`config.mk`:
```
export PLATFORM = sky130hd
export DESIGN_NAME = protobuf_wire_field_parser
export DESIGN_NICKNAME = d
export VERILOG_FILES = /design/src/design/pwfp_pkg.sv /design/src/design/pwfp_parse.sv /design/src/design/protobuf_wire_field_parser.sv
export SDC_FILE = /design/constraint.sdc
export NUM_CORES = 1
export LEC_CHECK = 0
export BUFFER_PORTS_ARGS = -buffer_cell sky130_fd_sc_hd__clkbuf_2
export CAP_MARGIN = 10
export CORE_MARGIN = 2
export CORE_UTILIZATION = 64
export CTS_BUF_LIST = sky130_fd_sc_hd__clkbuf_16
export DETAILED_ROUTE_END_ITERATION = 8
export PLACE_DENSITY_LB_ADDON = 0.12
export SLEW_MARGIN = 10
export SYNTH_ARGS = -nofsm -noshare
export SYNTH_HDL_FRONTEND = slang
export SYNTH_SLANG_ARGS = --single-unit
```
`constraint.sdc`:
```
create_clock -name clk -period 23 [get_ports clk]
set_input_delay 3.45 -clock clk [delete_from_list [all_inputs] [get_ports clk]]
set_output_delay 3.45 -clock clk [all_outputs]
set_load 0.02 [all_outputs]
```
`src/design/pwfp_pkg.sv`:
```
// Shared types and constants for the protobuf wire field parser.
`default_nettype none
package pwfp_pkg;

  localparam int MAX_VARINT_BYTES_DEF = 10;
  localparam int LENGTH_BITS_DEF      = 32;

  localparam int VALUE_W     = 64;
  localparam int FIELD_NUM_W = 29;
  localparam int WIRE_TYPE_W = 3;
  localparam int BYTE_W      = 8;
  localparam int KIND_W      = 3;
  localparam int OUT_DATA_W  = 112;
  localparam int VARINT_DATA_BITS = 7;
  localparam int SHIFT_W     = 6;

  typedef enum logic [KIND_W-1:0] {
    KIND_VARINT    = 3'd0,
    KIND_LENGTH    = 3'd1,
    KIND_PAYLOAD   = 3'd2,
    KIND_SKIPPED   = 3'd3,
    KIND_UNKNOWN   = 3'd4,
    KIND_TRUNCATED = 3'd5
  } kind_t;

  typedef enum logic [WIRE_TYPE_W-1:0] {
    WT_VARINT  = 3'd0,
    WT_FIXED64 = 3'd1,
    WT_LENGTH  = 3'd2,
    WT_FIXED32 = 3'd5
  } wire_code_t;

  localparam int FIXED64_BYTES = 8;
  localparam int FIXED32_BYTES = 4;

  typedef struct packed {
    kind_t                    kind;
    logic [FIELD_NUM_W-1:0]   field_number;
    logic [WIRE_TYPE_W-1:0]   wire_type;
    logic [VALUE_W-1:0]       value;
    logic [BYTE_W-1:0]        payload_byte;
    logic                     payload_last;
    logic                     message_end;
  } result_t;

endpackage
`default_nettype wire

```
`src/design/pwfp_parse.sv`:
```
// Parse state and per-byte decode logic: one byte in, at most one result out.
`default_nettype none
module pwfp_parse #(
  parameter int MAX_VARINT_BYTES = pwfp_pkg::MAX_VARINT_BYTES_DEF,
  parameter int LENGTH_BITS      = pwfp_pkg::LENGTH_BITS_DEF
) (
  input  wire logic                          clk,
  input  wire logic                          rst,
  input  wire logic                          advance,
  input  wire logic [pwfp_pkg::BYTE_W-1:0]   in_byte,
  input  wire logic                          in_last,
  output logic                               res_valid,
  output pwfp_pkg::result_t                  res
);
  import pwfp_pkg::*;

  localparam int CNT_W = $clog2(MAX_VARINT_BYTES + 1);

  typedef enum logic [2:0] {
    PH_TAG     = 3'd0,
    PH_VALUE   = 3'd1,
    PH_LENGTH  = 3'd2,
    PH_PAYLOAD = 3'd3,
    PH_SKIP    = 3'd4
  } phase_t;

  phase_t                  phase, phase_next;
  logic [VALUE_W-1:0]      accumulator, accumulator_next;
  logic [CNT_W-1:0]        varint_byte_count, varint_byte_count_next;
  logic [FIELD_NUM_W-1:0]  held_field_number, held_field_number_next;
  logic [WIRE_TYPE_W-1:0]  held_wire_type, held_wire_type_next;
  logic [LENGTH_BITS-1:0]  bytes_remaining, bytes_remaining_next;

  always_comb begin
    logic [LENGTH_BITS-1:0] rem_dec;
    logic [CNT_W-1:0]       cnt_eff;
    logic [SHIFT_W-1:0]     shamt;
    logic [VALUE_W-1:0]     acc_new;
    logic [LENGTH_BITS-1:0] len_sat;
    logic                   done;

    phase_next             = phase;
    accumulator_next       = accumulator;
    varint_byte_count_next = varint_byte_count;
    held_field_number_next = held_field_number;
    held_wire_type_next    = held_wire_type;
    bytes_remaining_next   = bytes_remaining;
    res_valid              = 1'b0;
    res                    = '0;
    res.message_end        = in_last;
    res.field_number       = held_field_number;
    res.wire_type          = held_wire_type;

    // An empty counter behaves as if one byte were left.
    rem_dec = (bytes_remaining == '0) ? '0 : bytes_remaining - LENGTH_BITS'(1);
    cnt_eff = (varint_byte_count >= CNT_W'(MAX_VARINT_BYTES)) ?
              CNT_W'(MAX_VARINT_BYTES - 1) : varint_byte_count;
    shamt   = SHIFT_W'(cnt_eff) * SHIFT_W'(VARINT_DATA_BITS);
    acc_new = accumulator | ({{(VALUE_W-VARINT_DATA_BITS){1'b0}},
                              in_byte[VARINT_DATA_BITS-1:0]} << shamt);
    done    = !in_byte[BYTE_W-1] ||
              ((cnt_eff + CNT_W'(1)) >= CNT_W'(MAX_VARINT_BYTES));
    len_sat = (|acc_new[VALUE_W-1:LENGTH_BITS]) ? '1 : acc_new[LENGTH_BITS-1:0];

    case (phase)
      PH_PAYLOAD, PH_SKIP: begin
        bytes_remaining_next = rem_dec;
        if (phase == PH_PAYLOAD) begin
          res_valid        = 1'b1;
          res.kind         = KIND_PAYLOAD;
          res.payload_byte = in_byte;
          res.payload_last = (rem_dec == '0);
        end else if (rem_dec == '0) begin
          res_valid = 1'b1;
          res.kind  = KIND_SKIPPED;
        end
        if (rem_dec == '0) phase_next = PH_TAG;
      end
      default: begin
        if (phase != PH_VALUE && phase != PH_LENGTH) phase_next = PH_TAG;
        accumulator_next       = acc_new;
        varint_byte_count_next = cnt_eff + CNT_W'(1);
        if (done) begin
          accumulator_next       = '0;
          varint_byte_count_next = '0;
          if (phase == PH_VALUE) begin
            res_valid  = 1'b1;
            res.kind   = KIND_VARINT;
            res.value  = acc_new;
            phase_next = PH_TAG;
          end else if (phase == PH_LENGTH) begin
            res_valid  = 1'b1;
            res.kind   = KIND_LENGTH;
            res.value  = acc_new;
            if (acc_new == '0) begin
              phase_next = PH_TAG;
            end else begin
              bytes_remaining_next = len_sat;
              phase_next           = PH_PAYLOAD;
            end
          end else begin
            held_field_number_next = acc_new[FIELD_NUM_W+WIRE_TYPE_W-1:WIRE_TYPE_W];
            held_wire_type_next    = acc_new[WIRE_TYPE_W-1:0];
            res.field_number       = acc_new[FIELD_NUM_W+WIRE_TYPE_W-1:WIRE_TYPE_W];
            res.wire_type          = acc_new[WIRE_TYPE_W-1:0];
            case (acc_new[WIRE_TYPE_W-1:0])
              WT_VARINT: phase_next = PH_VALUE;
              WT_LENGTH: phase_next = PH_LENGTH;
              WT_FIXED64: begin
                bytes_remaining_next = LENGTH_BITS'(FIXED64_BYTES);
                phase_next           = PH_SKIP;
              end
              WT_FIXED32: begin
                bytes_remaining_next = LENGTH_BITS'(FIXED32_BYTES);
                phase_next           = PH_SKIP;
              end
              default: begin
                res_valid = 1'b1;
                res.kind  = KIND_UNKNOWN;
              end
            endcase
          end
        end
      end
    endcase

    // The final byte closes the message: an open field turns into a truncation.
    if (in_last) begin
      if (phase_next != PH_TAG || varint_byte_count_next != '0) begin
        res_valid        = 1'b1;
        res              = '0;
        res.kind         = KIND_TRUNCATED;
        res.message_end  = 1'b1;
        if (phase_next != PH_TAG) begin
          res.field_number = held_field_number_next;
          res.wire_type    = held_wire_type_next;
        end
      end
      phase_next             = PH_TAG;
      accumulator_next       = '0;
      varint_byte_count_next = '0;
      held_field_number_next = '0;
      held_wire_type_next    = '0;
      bytes_remaining_next   = '0;
    end
  end

  always_ff @(posedge clk) begin
    if (rst) begin
      phase             <= PH_TAG;
      accumulator       <= '0;
      varint_byte_count <= '0;
      held_field_number <= '0;
      held_wire_type    <= '0;
      bytes_remaining   <= '0;
    end else if (advance) begin
      phase             <= phase_next;
      accumulator       <= accumulator_next;
      varint_byte_count <= varint_byte_count_next;
      held_field_number <= held_field_number_next;
      held_wire_type    <= held_wire_type_next;
      bytes_remaining   <= bytes_remaining_next;
    end
  end

endmodule
`default_nettype wire

```
`src/design/protobuf_wire_field_parser.sv`:
```
// Top level of the protobuf wire field parser: input register, decoder, result register.
//
//   Channel  Direction  Payload
//   s_axis   in         tdata: in_byte; tlast: end_of_message
//   m_axis   out        tdata: field_number, wire_type, value, payload_byte,
//                       payload_last; tuser: kind; tlast: message_end
//
// A new byte is taken every cycle when the output flows.
// A result is offered from the result register once its byte has passed the input register and decoder.
// Bytes that produce no result only update the parse state.
// While a result waits on m_axis, one more byte may sit in the input register.
// Synchronous reset returns the parser to the tag phase and drops both registers.
`default_nettype none
module protobuf_wire_field_parser #(
  parameter int MAX_VARINT_BYTES = pwfp_pkg::MAX_VARINT_BYTES_DEF,
  parameter int LENGTH_BITS      = pwfp_pkg::LENGTH_BITS_DEF
) (
  input  wire logic                              clk,
  input  wire logic                              rst,
  input  wire logic                              s_axis_tvalid,
  output logic                                   s_axis_tready,
  input  wire logic [7:0]                        s_axis_tdata,  // [7:0] in_byte
  input  wire logic                              s_axis_tlast,  // end_of_message
  output logic                                   m_axis_tvalid,
  input  wire logic                              m_axis_tready,
  // [28:0] field_number, [31:29] wire_type, [95:32] value,
  // [103:96] payload_byte, [104] payload_last, [111:105] zero
  output logic [pwfp_pkg::OUT_DATA_W-1:0]        m_axis_tdata,
  output logic [pwfp_pkg::KIND_W-1:0]            m_axis_tuser,  // [2:0] kind
  output logic                                   m_axis_tlast   // message_end
);
  import pwfp_pkg::*;

  logic              in_valid;
  logic [BYTE_W-1:0] in_byte;
  logic              in_last;
  logic              advance;
  logic              res_valid;
  result_t           res;
  logic              out_valid;
  result_t           out_res;

  assign advance       = in_valid && (!out_valid || m_axis_tready);
  assign s_axis_tready = !in_valid || advance;

  always_ff @(posedge clk) begin
    if (rst) begin
      in_valid <= 1'b0;
    end else if (s_axis_tvalid && s_axis_tready) begin
      in_valid <= 1'b1;
    end else if (advance) begin
      in_valid <= 1'b0;
    end
  end

  always_ff @(posedge clk) begin
    if (s_axis_tvalid && s_axis_tready) begin
      in_byte <= s_axis_tdata;
      in_last <= s_axis_tlast;
    end
  end

  pwfp_parse #(
    .MAX_VARINT_BYTES (MAX_VARINT_BYTES),
    .LENGTH_BITS      (LENGTH_BITS)
  ) u_parse (
    .clk       (clk),
    .rst       (rst),
    .advance   (advance),
    .in_byte   (in_byte),
    .in_last   (in_last),
    .res_valid (res_valid),
    .res       (res)
  );

  always_ff @(posedge clk) begin
    if (rst) begin
      out_valid <= 1'b0;
    end else if (advance && res_valid) begin
      out_valid <= 1'b1;
    end else if (m_axis_tready) begin
      out_valid <= 1'b0;
    end
  end

  always_ff @(posedge clk) begin
    if (advance && res_valid) begin
      out_res <= res;
    end
  end

  assign m_axis_tvalid = out_valid;
  assign m_axis_tuser  = out_res.kind;
  assign m_axis_tlast  = out_res.message_end;
  assign m_axis_tdata  = {7'b0, out_res.payload_last, out_res.payload_byte,
                          out_res.value, out_res.wire_type, out_res.field_number};

endmodule
`default_nettype wire

```
==> results of run 1 <==
## metal layers
metal,share of wire,wire length (um)
met3,0.11,4190
met4,0.028,1061
met5,0,0
met1,0.42,15780
met2,0.44,16830
## kinds of logic (layout without fill, tap and decap cells)
| group | after synthesis | after routing |
|---|---|---|
| other cells | 1 | 7 |
| fa+ha+maj | 10 | 10 |
| xor+xnor | 30 | 30 |
| compound gates | 417 | 417 |
| simple gates | 574 | 574 |
| mux | 13 | 13 |
| buf+inv | 129 | 212 |
| flops | 255 | 255 |
## stage by stage
stage	setup WS, ps	instances
after floorplan	12570	1435
after global placement	15260	1735
after detailed placement	14930	1735
after CTS	14920	1783
after global routing	14250	1783
final	14790	1783
## cells in the mapped netlist (all sizes together), types with 13 or more instances
cell and instances:
xor2 18, inv 24, nor2 301, nand3 21
nor2b 16, edfxtp 118, a22oi 36, nor3 67
nand2 49, nor4 29, buf 26, o21ai 34
and2 13, clkbuf 79, dfxtp 137, a211oi 69
a21oi 170
## worst max path at each step
stage / to / slack, ps / cells after the start
2_1_floorplan: m_axis_tdata[0] / 12570 / 20
3_3_place_gp: m_axis_tdata[55] / 15260 / 18
3_5_place_dp: m_axis_tdata[56] / 14930 / 18
4_1_cts: m_axis_tdata[78] / 14920 / 18
5_1_grt: m_axis_tdata[51] / 14250 / 18
6_report: m_axis_tdata[59] / 14790 / 18
## critical path, cell delays in order, from the launching register on
cell and delay (ps):
dfxtp_1 490, o21a_1 280, nor2_1 460, inv_2 190
fa_1 580, ha_1 150, inv_1 60, fa_1 980
inv_1 330, nor2_1 260, o21ai_0 310, o21ai_0 610
nand4b_1 150, nand2_1 120, o211ai_2 120, o2111ai_1 360
a21oi_1 410, a21oi_4 1030, buf_4 860
## flip-flops by register name (all words and copies together) (netlist names)
| signal | flops |
|---|---|
| m_axis_tdata | 105 |
| u_parse.accumulator | 64 |
| u_parse.bytes_remaining | 32 |
| u_parse.held_field_number | 29 |
| in_byte | 8 |
| u_parse.varint_byte_count | 4 |
| m_axis_tuser | 3 |
| u_parse.held_wire_type | 3 |
| u_parse.phase | 3 |
| in_last | 1 |
| in_valid | 1 |
| m_axis_tlast | 1 |
| m_axis_tvalid | 1 |
## cell type report
cell class                 instances  area (um^2)  share of cell area
timing repair buffer             140        745.7             0.05199
tap                              265        331.6             0.02312
multi-input combinational       1051         6036              0.4208
inverter                          24        90.09            0.006281
clock buffer                      26        650.6             0.04536
sequential                       255         6286              0.4383
clock inverter                    22        202.7             0.01413
## power by group through the flow
stage          clock [uW]  combinational [uW]  sequential, uW
2_1_floorplan           0                88.6             524
3_3_place_gp            0                 134             512
3_5_place_dp            0                 135             513
4_1_cts               420                 136             503
5_1_grt               440                 150             505
6_report              420                 139             503
==> results.yml, run 1 <==
synthesis:
  async_flop_share: 0
  synth_edf_count: 118
  synthSimpleGateAreaFrac: 0.2084
  synthCells: 1429
  yosys.area_share.adder: 0.01095
  avgSynthCellArea_um2: 8.954
  synth_xor_area_frac: 0.02054
  synthDistinctLibCells: 76
  synth_seq_area_share: 0.4913
  synth_warnings: 0
  muxShareOfSynthArea: 0.01252
  synth_area_leaders: "edfxtp_1 (28%), dfxtp_1 (21%), nor2_1 (8.8%)"
  synthFlopType: "dfxtp_1"
  synth_seq_cells: 255
  synth_top_area_cell: "edfxtp_1"
  netlist_area_mm2: 0.01279
  synth-compound-area-share: 0.2143
  synthDominantCellAreaShare: 0.2769
  synth_top_family_by_area: "compound AO/OA/AOI/OAI gates"
timing:
  period_share: 0.3569
  finalSetupViolCount: 0
  max_slew.worst_pin.slew_ps: 1184
  fin_crit_ps: 8210
  finalMaxSlewViolations: 0
  relSlewSlack: 0.2090
  max_freq_mhz: 121.8
  hold_viol_final: 0
  rsz0062_at_grt: "false"
  holdWs_ps: 488.3
  setup_tns_ps: 0
  clock_skew_ps: 24.13
floorplanning:
  initial_core_util: 0.6553
  die_x_um: 145.4
  ios: 131
  rows: 51
  fp.coreArea_mm2: 0.01953
  fp.dieH_um: 145.4
  dieArea_mm2: 0.02114
place:
  gp_congestion: 0.9753
  dpl.hpwl_um: 25710
  port_buffers: 123
  dpl_cell_area_mm2: 0.01349
worst_setup_path:
  critPathArrivalTime_ps: 8390
  r2r_slack_ps: 14790
  end_kind: "flip-flop"
  critPathLaunchType: "flip-flop"
  startpoint: "u_parse.varint_byte_count[3]"
  cp_max_fo: 76
  r2r_end: "m_axis_tdata[59]"
  r2r-start: "u_parse.varint_byte_count[3]"
  cp_data_required_time_ps: 23180
  critPathKind: "flip-flop to flip-flop"
  reg2reg_depth: 18
global_route:
  grt_pass1_vias: 10620
  track_usage: 0.3445
  grt_antenna_before_repair: 0
  grtUsageMet2: 0.5211
  grt_overflow: 0
  busiest_layer: "met2"
  gr-usage-met1: 0.5158
  grt_use_met3: 0.05298
  grt_start_max_net_pins: 89
  grt_pass1_wl_um: 58900
power_and_ir_drop:
  power_leakage_uw: 0.005111
  switching_share: 0.2780
  pwr-share-seq: 0.474
  pwr-share-comb: 0.131
  clockPowerShare: 0.396
  pwr_density_cell_mw_per_mm2: 74.05
  irDropWorstVdd_v: 0.00005856
  power_uw: 1062
  intPower_uw: 766.8
  p_sw_uw: 295.3
route:
  drc: 0
  vias: 11870
  antenna_left: 0
  viasPerCell: 6.659
  drt_first_pass_iters: 6
  wl_per_cell_um: 21.24
  routed_wl_um: 37860
  drtIter0Drc: 1569
clock_network:
  cts_buffer_depth: 3
  cts_buffers: 26
  cts-root-buf: "clkbuf_16"
  h-tree-depth: 1
  cts_sinks: 255
  cts-resized-gates: 0
  cts_tree: "built"
  post_cts_buffers: 0
  cts_hold_buf: 0
  clk_pin_slew_ps: 70
  insertion_delay_ps: 560
job:
  maxCapViolCount: 0
layout:
  num_antenna_cells: 0
  fin_util: 0.7345
  area_delta_synth_final_pct: 12.10
  final_area_mm2: 0.01434
  fillers: 1490
  final_common_cell: "nor2_1"
  final_nets: 1521
  layout_common_cells: "nor2_1 (300), a21oi_1 (168), dfxtp_1 (137)"
  drive_gt1_frac: 0.1403
outcome:
  outcome: "completed"
hold_path:
  holdCritPathClass: "flip-flop to flip-flop"
  holdCritStartpoint: "u_parse.held_field_number[12]"
  hold_end: "u_parse.held_field_number[12]"
  min_path_cells: 2
(Power assumes the default switching activity.)
==> run 2: changes to the inputs <==
--- a/config.mk
+++ b/config.mk
@@ -8,7 +8,7 @@
 export BUFFER_PORTS_ARGS = -buffer_cell sky130_fd_sc_hd__clkbuf_2
 export CAP_MARGIN = 10
 export CORE_MARGIN = 2
-export CORE_UTILIZATION = 64
+export CORE_UTILIZATION = 59
 export CTS_BUF_LIST = sky130_fd_sc_hd__clkbuf_16
 export DETAILED_ROUTE_END_ITERATION = 8
 export PLACE_DENSITY_LB_ADDON = 0.12
==> constraint.sdc (replaced) <==
create_clock -name clk -period 7.8 [get_ports clk]
set_input_delay 1.17 -clock clk [delete_from_list [all_inputs] [get_ports clk]]
set_output_delay 1.17 -clock clk [all_outputs]
set_load 0.02 [all_outputs]
==> run 2 against run 1 <==
  * Worst setup slack got worse by 14000 ps
  * Hold slack is essentially flat
  * Critical path depth did not move
  * Count of clock-buffer cells in the layout up 2
  * Sequential power grew to 2.9 times the previous value
  * Sequential share of layout area fell by 0.29 points
  * Clock power grew to 3.0 times the previous value
  * Register-to-register slack worse by 14000 ps
  * Flip-flop and latch count unchanged
  * Clock skew decreased by 13 ps
==> results.yml, run 2 (synthesis gave the netlist of run 1 again) <==
outcome:
  outcome: "completed"
clock_network:
  cts-resized-gates: 0
  cts_sinks: 255
  cts-root-buf: "clkbuf_16"
  cts_tree: "built"
  cts_buffer_depth: 3
  clk_pin_slew_ps: 60
  h-tree-depth: 1
  post_cts_buffers: 0
  cts_buffers: 27
  insertion_delay_ps: 540
  cts_hold_buf: 0
route:
  routed_wl_um: 39540
  routedLengthMet1_um: 16590
  met3WireLength_um: 4196
  wl_per_cell_um: 21.94
  topRoutingLayerUsed: "met4"
  drt_first_pass_iters: 6
  met2WireLength_um: 17600
  drtIter0Drc: 1298
  viasPerCell: 6.593
  drc: 0
  vias: 11880
  antenna_left: 0
layout:
  multiInputGateArea_mm2: 0.006036
  largest_register_ffs: 105
  final_nets: 1529
  area_delta_synth_final_pct: 12.85
  drive_gt1_frac: 0.1401
  fillers: 1691
  layout_common_cells: "nor2_1 (300), a21oi_1 (168), dfxtp_1 (137)"
  final_common_cell: "nor2_1"
  num_antenna_cells: 0
  regArea_mm2: 0.006286
global_route:
  grt_pass1_wl_um: 61270
  grt_overflow: 0
  grt_pass1_vias: 10910
  grt_start_max_net_pins: 110
  track_usage: 0.3437
  grt_antenna_before_repair: 0
worst_setup_path:
  critPathArrivalTime_ps: 7580
  reg2reg_depth: 18
  cp_max_fo: 44
  cp_data_required_time_ps: 8190
  r2r_end: "m_axis_tdata[77]"
  critPathLaunchType: "flip-flop"
  end_kind: "flip-flop"
  critPathKind: "flip-flop to flip-flop"
  r2r-start: "u_parse.varint_byte_count[3]"
  r2r_slack_ps: 600
place:
  dpl.hpwl_um: 26670
  port_buffers: 123
  gp_congestion: 0.9380
timing:
  setup_tns_ps: 0
  max_slew.worst_pin.slew_ps: 1174
  clock_skew_ps: 11.44
  finalSetupViolCount: 0
  hold_viol_final: 0
  relSlewSlack: 0.2147
  fin_crit_ps: 7196
  finalMaxSlewViolations: 0
  period_share: 0.9226
  rsz0062_at_grt: "false"
  max_freq_mhz: 139.0
hold_path:
  min_path_cells: 2
  holdCritStartpoint: "u_parse.held_field_number[22]"
  holdCritPathClass: "flip-flop to flip-flop"
  hold_end: "u_parse.held_field_number[22]"
power_and_ir_drop:
  irDropWorstVdd_v: 0.0001982
  power_uw: 3154
  power_leakage_uw: 0.005182
  pwr_density_cell_mw_per_mm2: 218.4
floorplanning:
  fp.dieH_um: 151.3
  rows: 53
  fp.coreArea_mm2: 0.02115
  die_x_um: 151.3
  ios: 131
  dieArea_mm2: 0.02288
  initial_core_util: 0.6048
job:
  maxCapViolCount: 0
## run 2: metrics by stage
| stage | hold slack (ps) | instances | setup slack [ps] | util | area, um^2 |
|---|---|---|---|---|---|
| after floorplan | 424.4 | 1435 | 1014 | - | 12830 |
| after global placement | 464.6 | 1752 | 1029 | 0.6413 | 13570 |
| after detailed placement | 472.4 | 1752 | 861.3 | 0.6413 | 13570 |
| after CTS | 488.8 | 1802 | 833.8 | 0.6826 | 14440 |
| after global routing | 514.5 | 1802 | 203.4 | 0.6826 | 14440 |
| final | 488.2 | 1802 | 603.6 | 0.6826 | 14440 |
## run 2: worst max-delay path by stage
stage                                            start               end  slack, ps  cells after the start
after global placement    u_parse.varint_byte_count[3]  m_axis_tdata[78]       1030                     18
final                     u_parse.varint_byte_count[3]  m_axis_tdata[77]        600                     18
after floorplan           u_parse.varint_byte_count[1]   m_axis_tdata[0]       1010                     20
after detailed placement  u_parse.varint_byte_count[3]  m_axis_tdata[32]        860                     17
after CTS                 u_parse.varint_byte_count[3]  m_axis_tdata[77]        830                     18
after global routing      u_parse.varint_byte_count[3]  m_axis_tdata[32]        200                     17
## run 2: worst max-delay path, stage by stage (launching register included)
cell       delay (ps)
dfxtp_1           490
o21a_1            280
nor2_1            470
inv_2             210
fa_1              580
ha_1              170
inv_1              60
fa_1              460
xor2_1            530
buf_4             270
nor2_1            140
a22o_1            330
a21oi_1           740
nand4b_1          310
nor4_2            410
o2111ai_1         280
a211o_2           750
buf_4             370
nor2_1            150
## run 2: metal layers
metal	track usage	vias to the layer above
met2	0.5172	662
li1	-	5434
met1	0.4984	5710
met3	0.06867	74
met4	0.1098	0
met5	0	-
## run 2: cell type report
type                    instances  share of cell area
multi-input cells            1051              0.4180
clock inverters                22             0.01187
flip-flops and latches        255              0.4354
clock buffers                  28             0.04853
well taps                     275             0.02383
inverters                      24            0.006239
repair buffers                147             0.05615
## run 2: power by group
group          switching (uW)  internal [uW]  total, uW
Sequential               33.1           1450       1480
Combinational             290            127        416
Clock                     535            719       1250
Total                     858           2300       3150
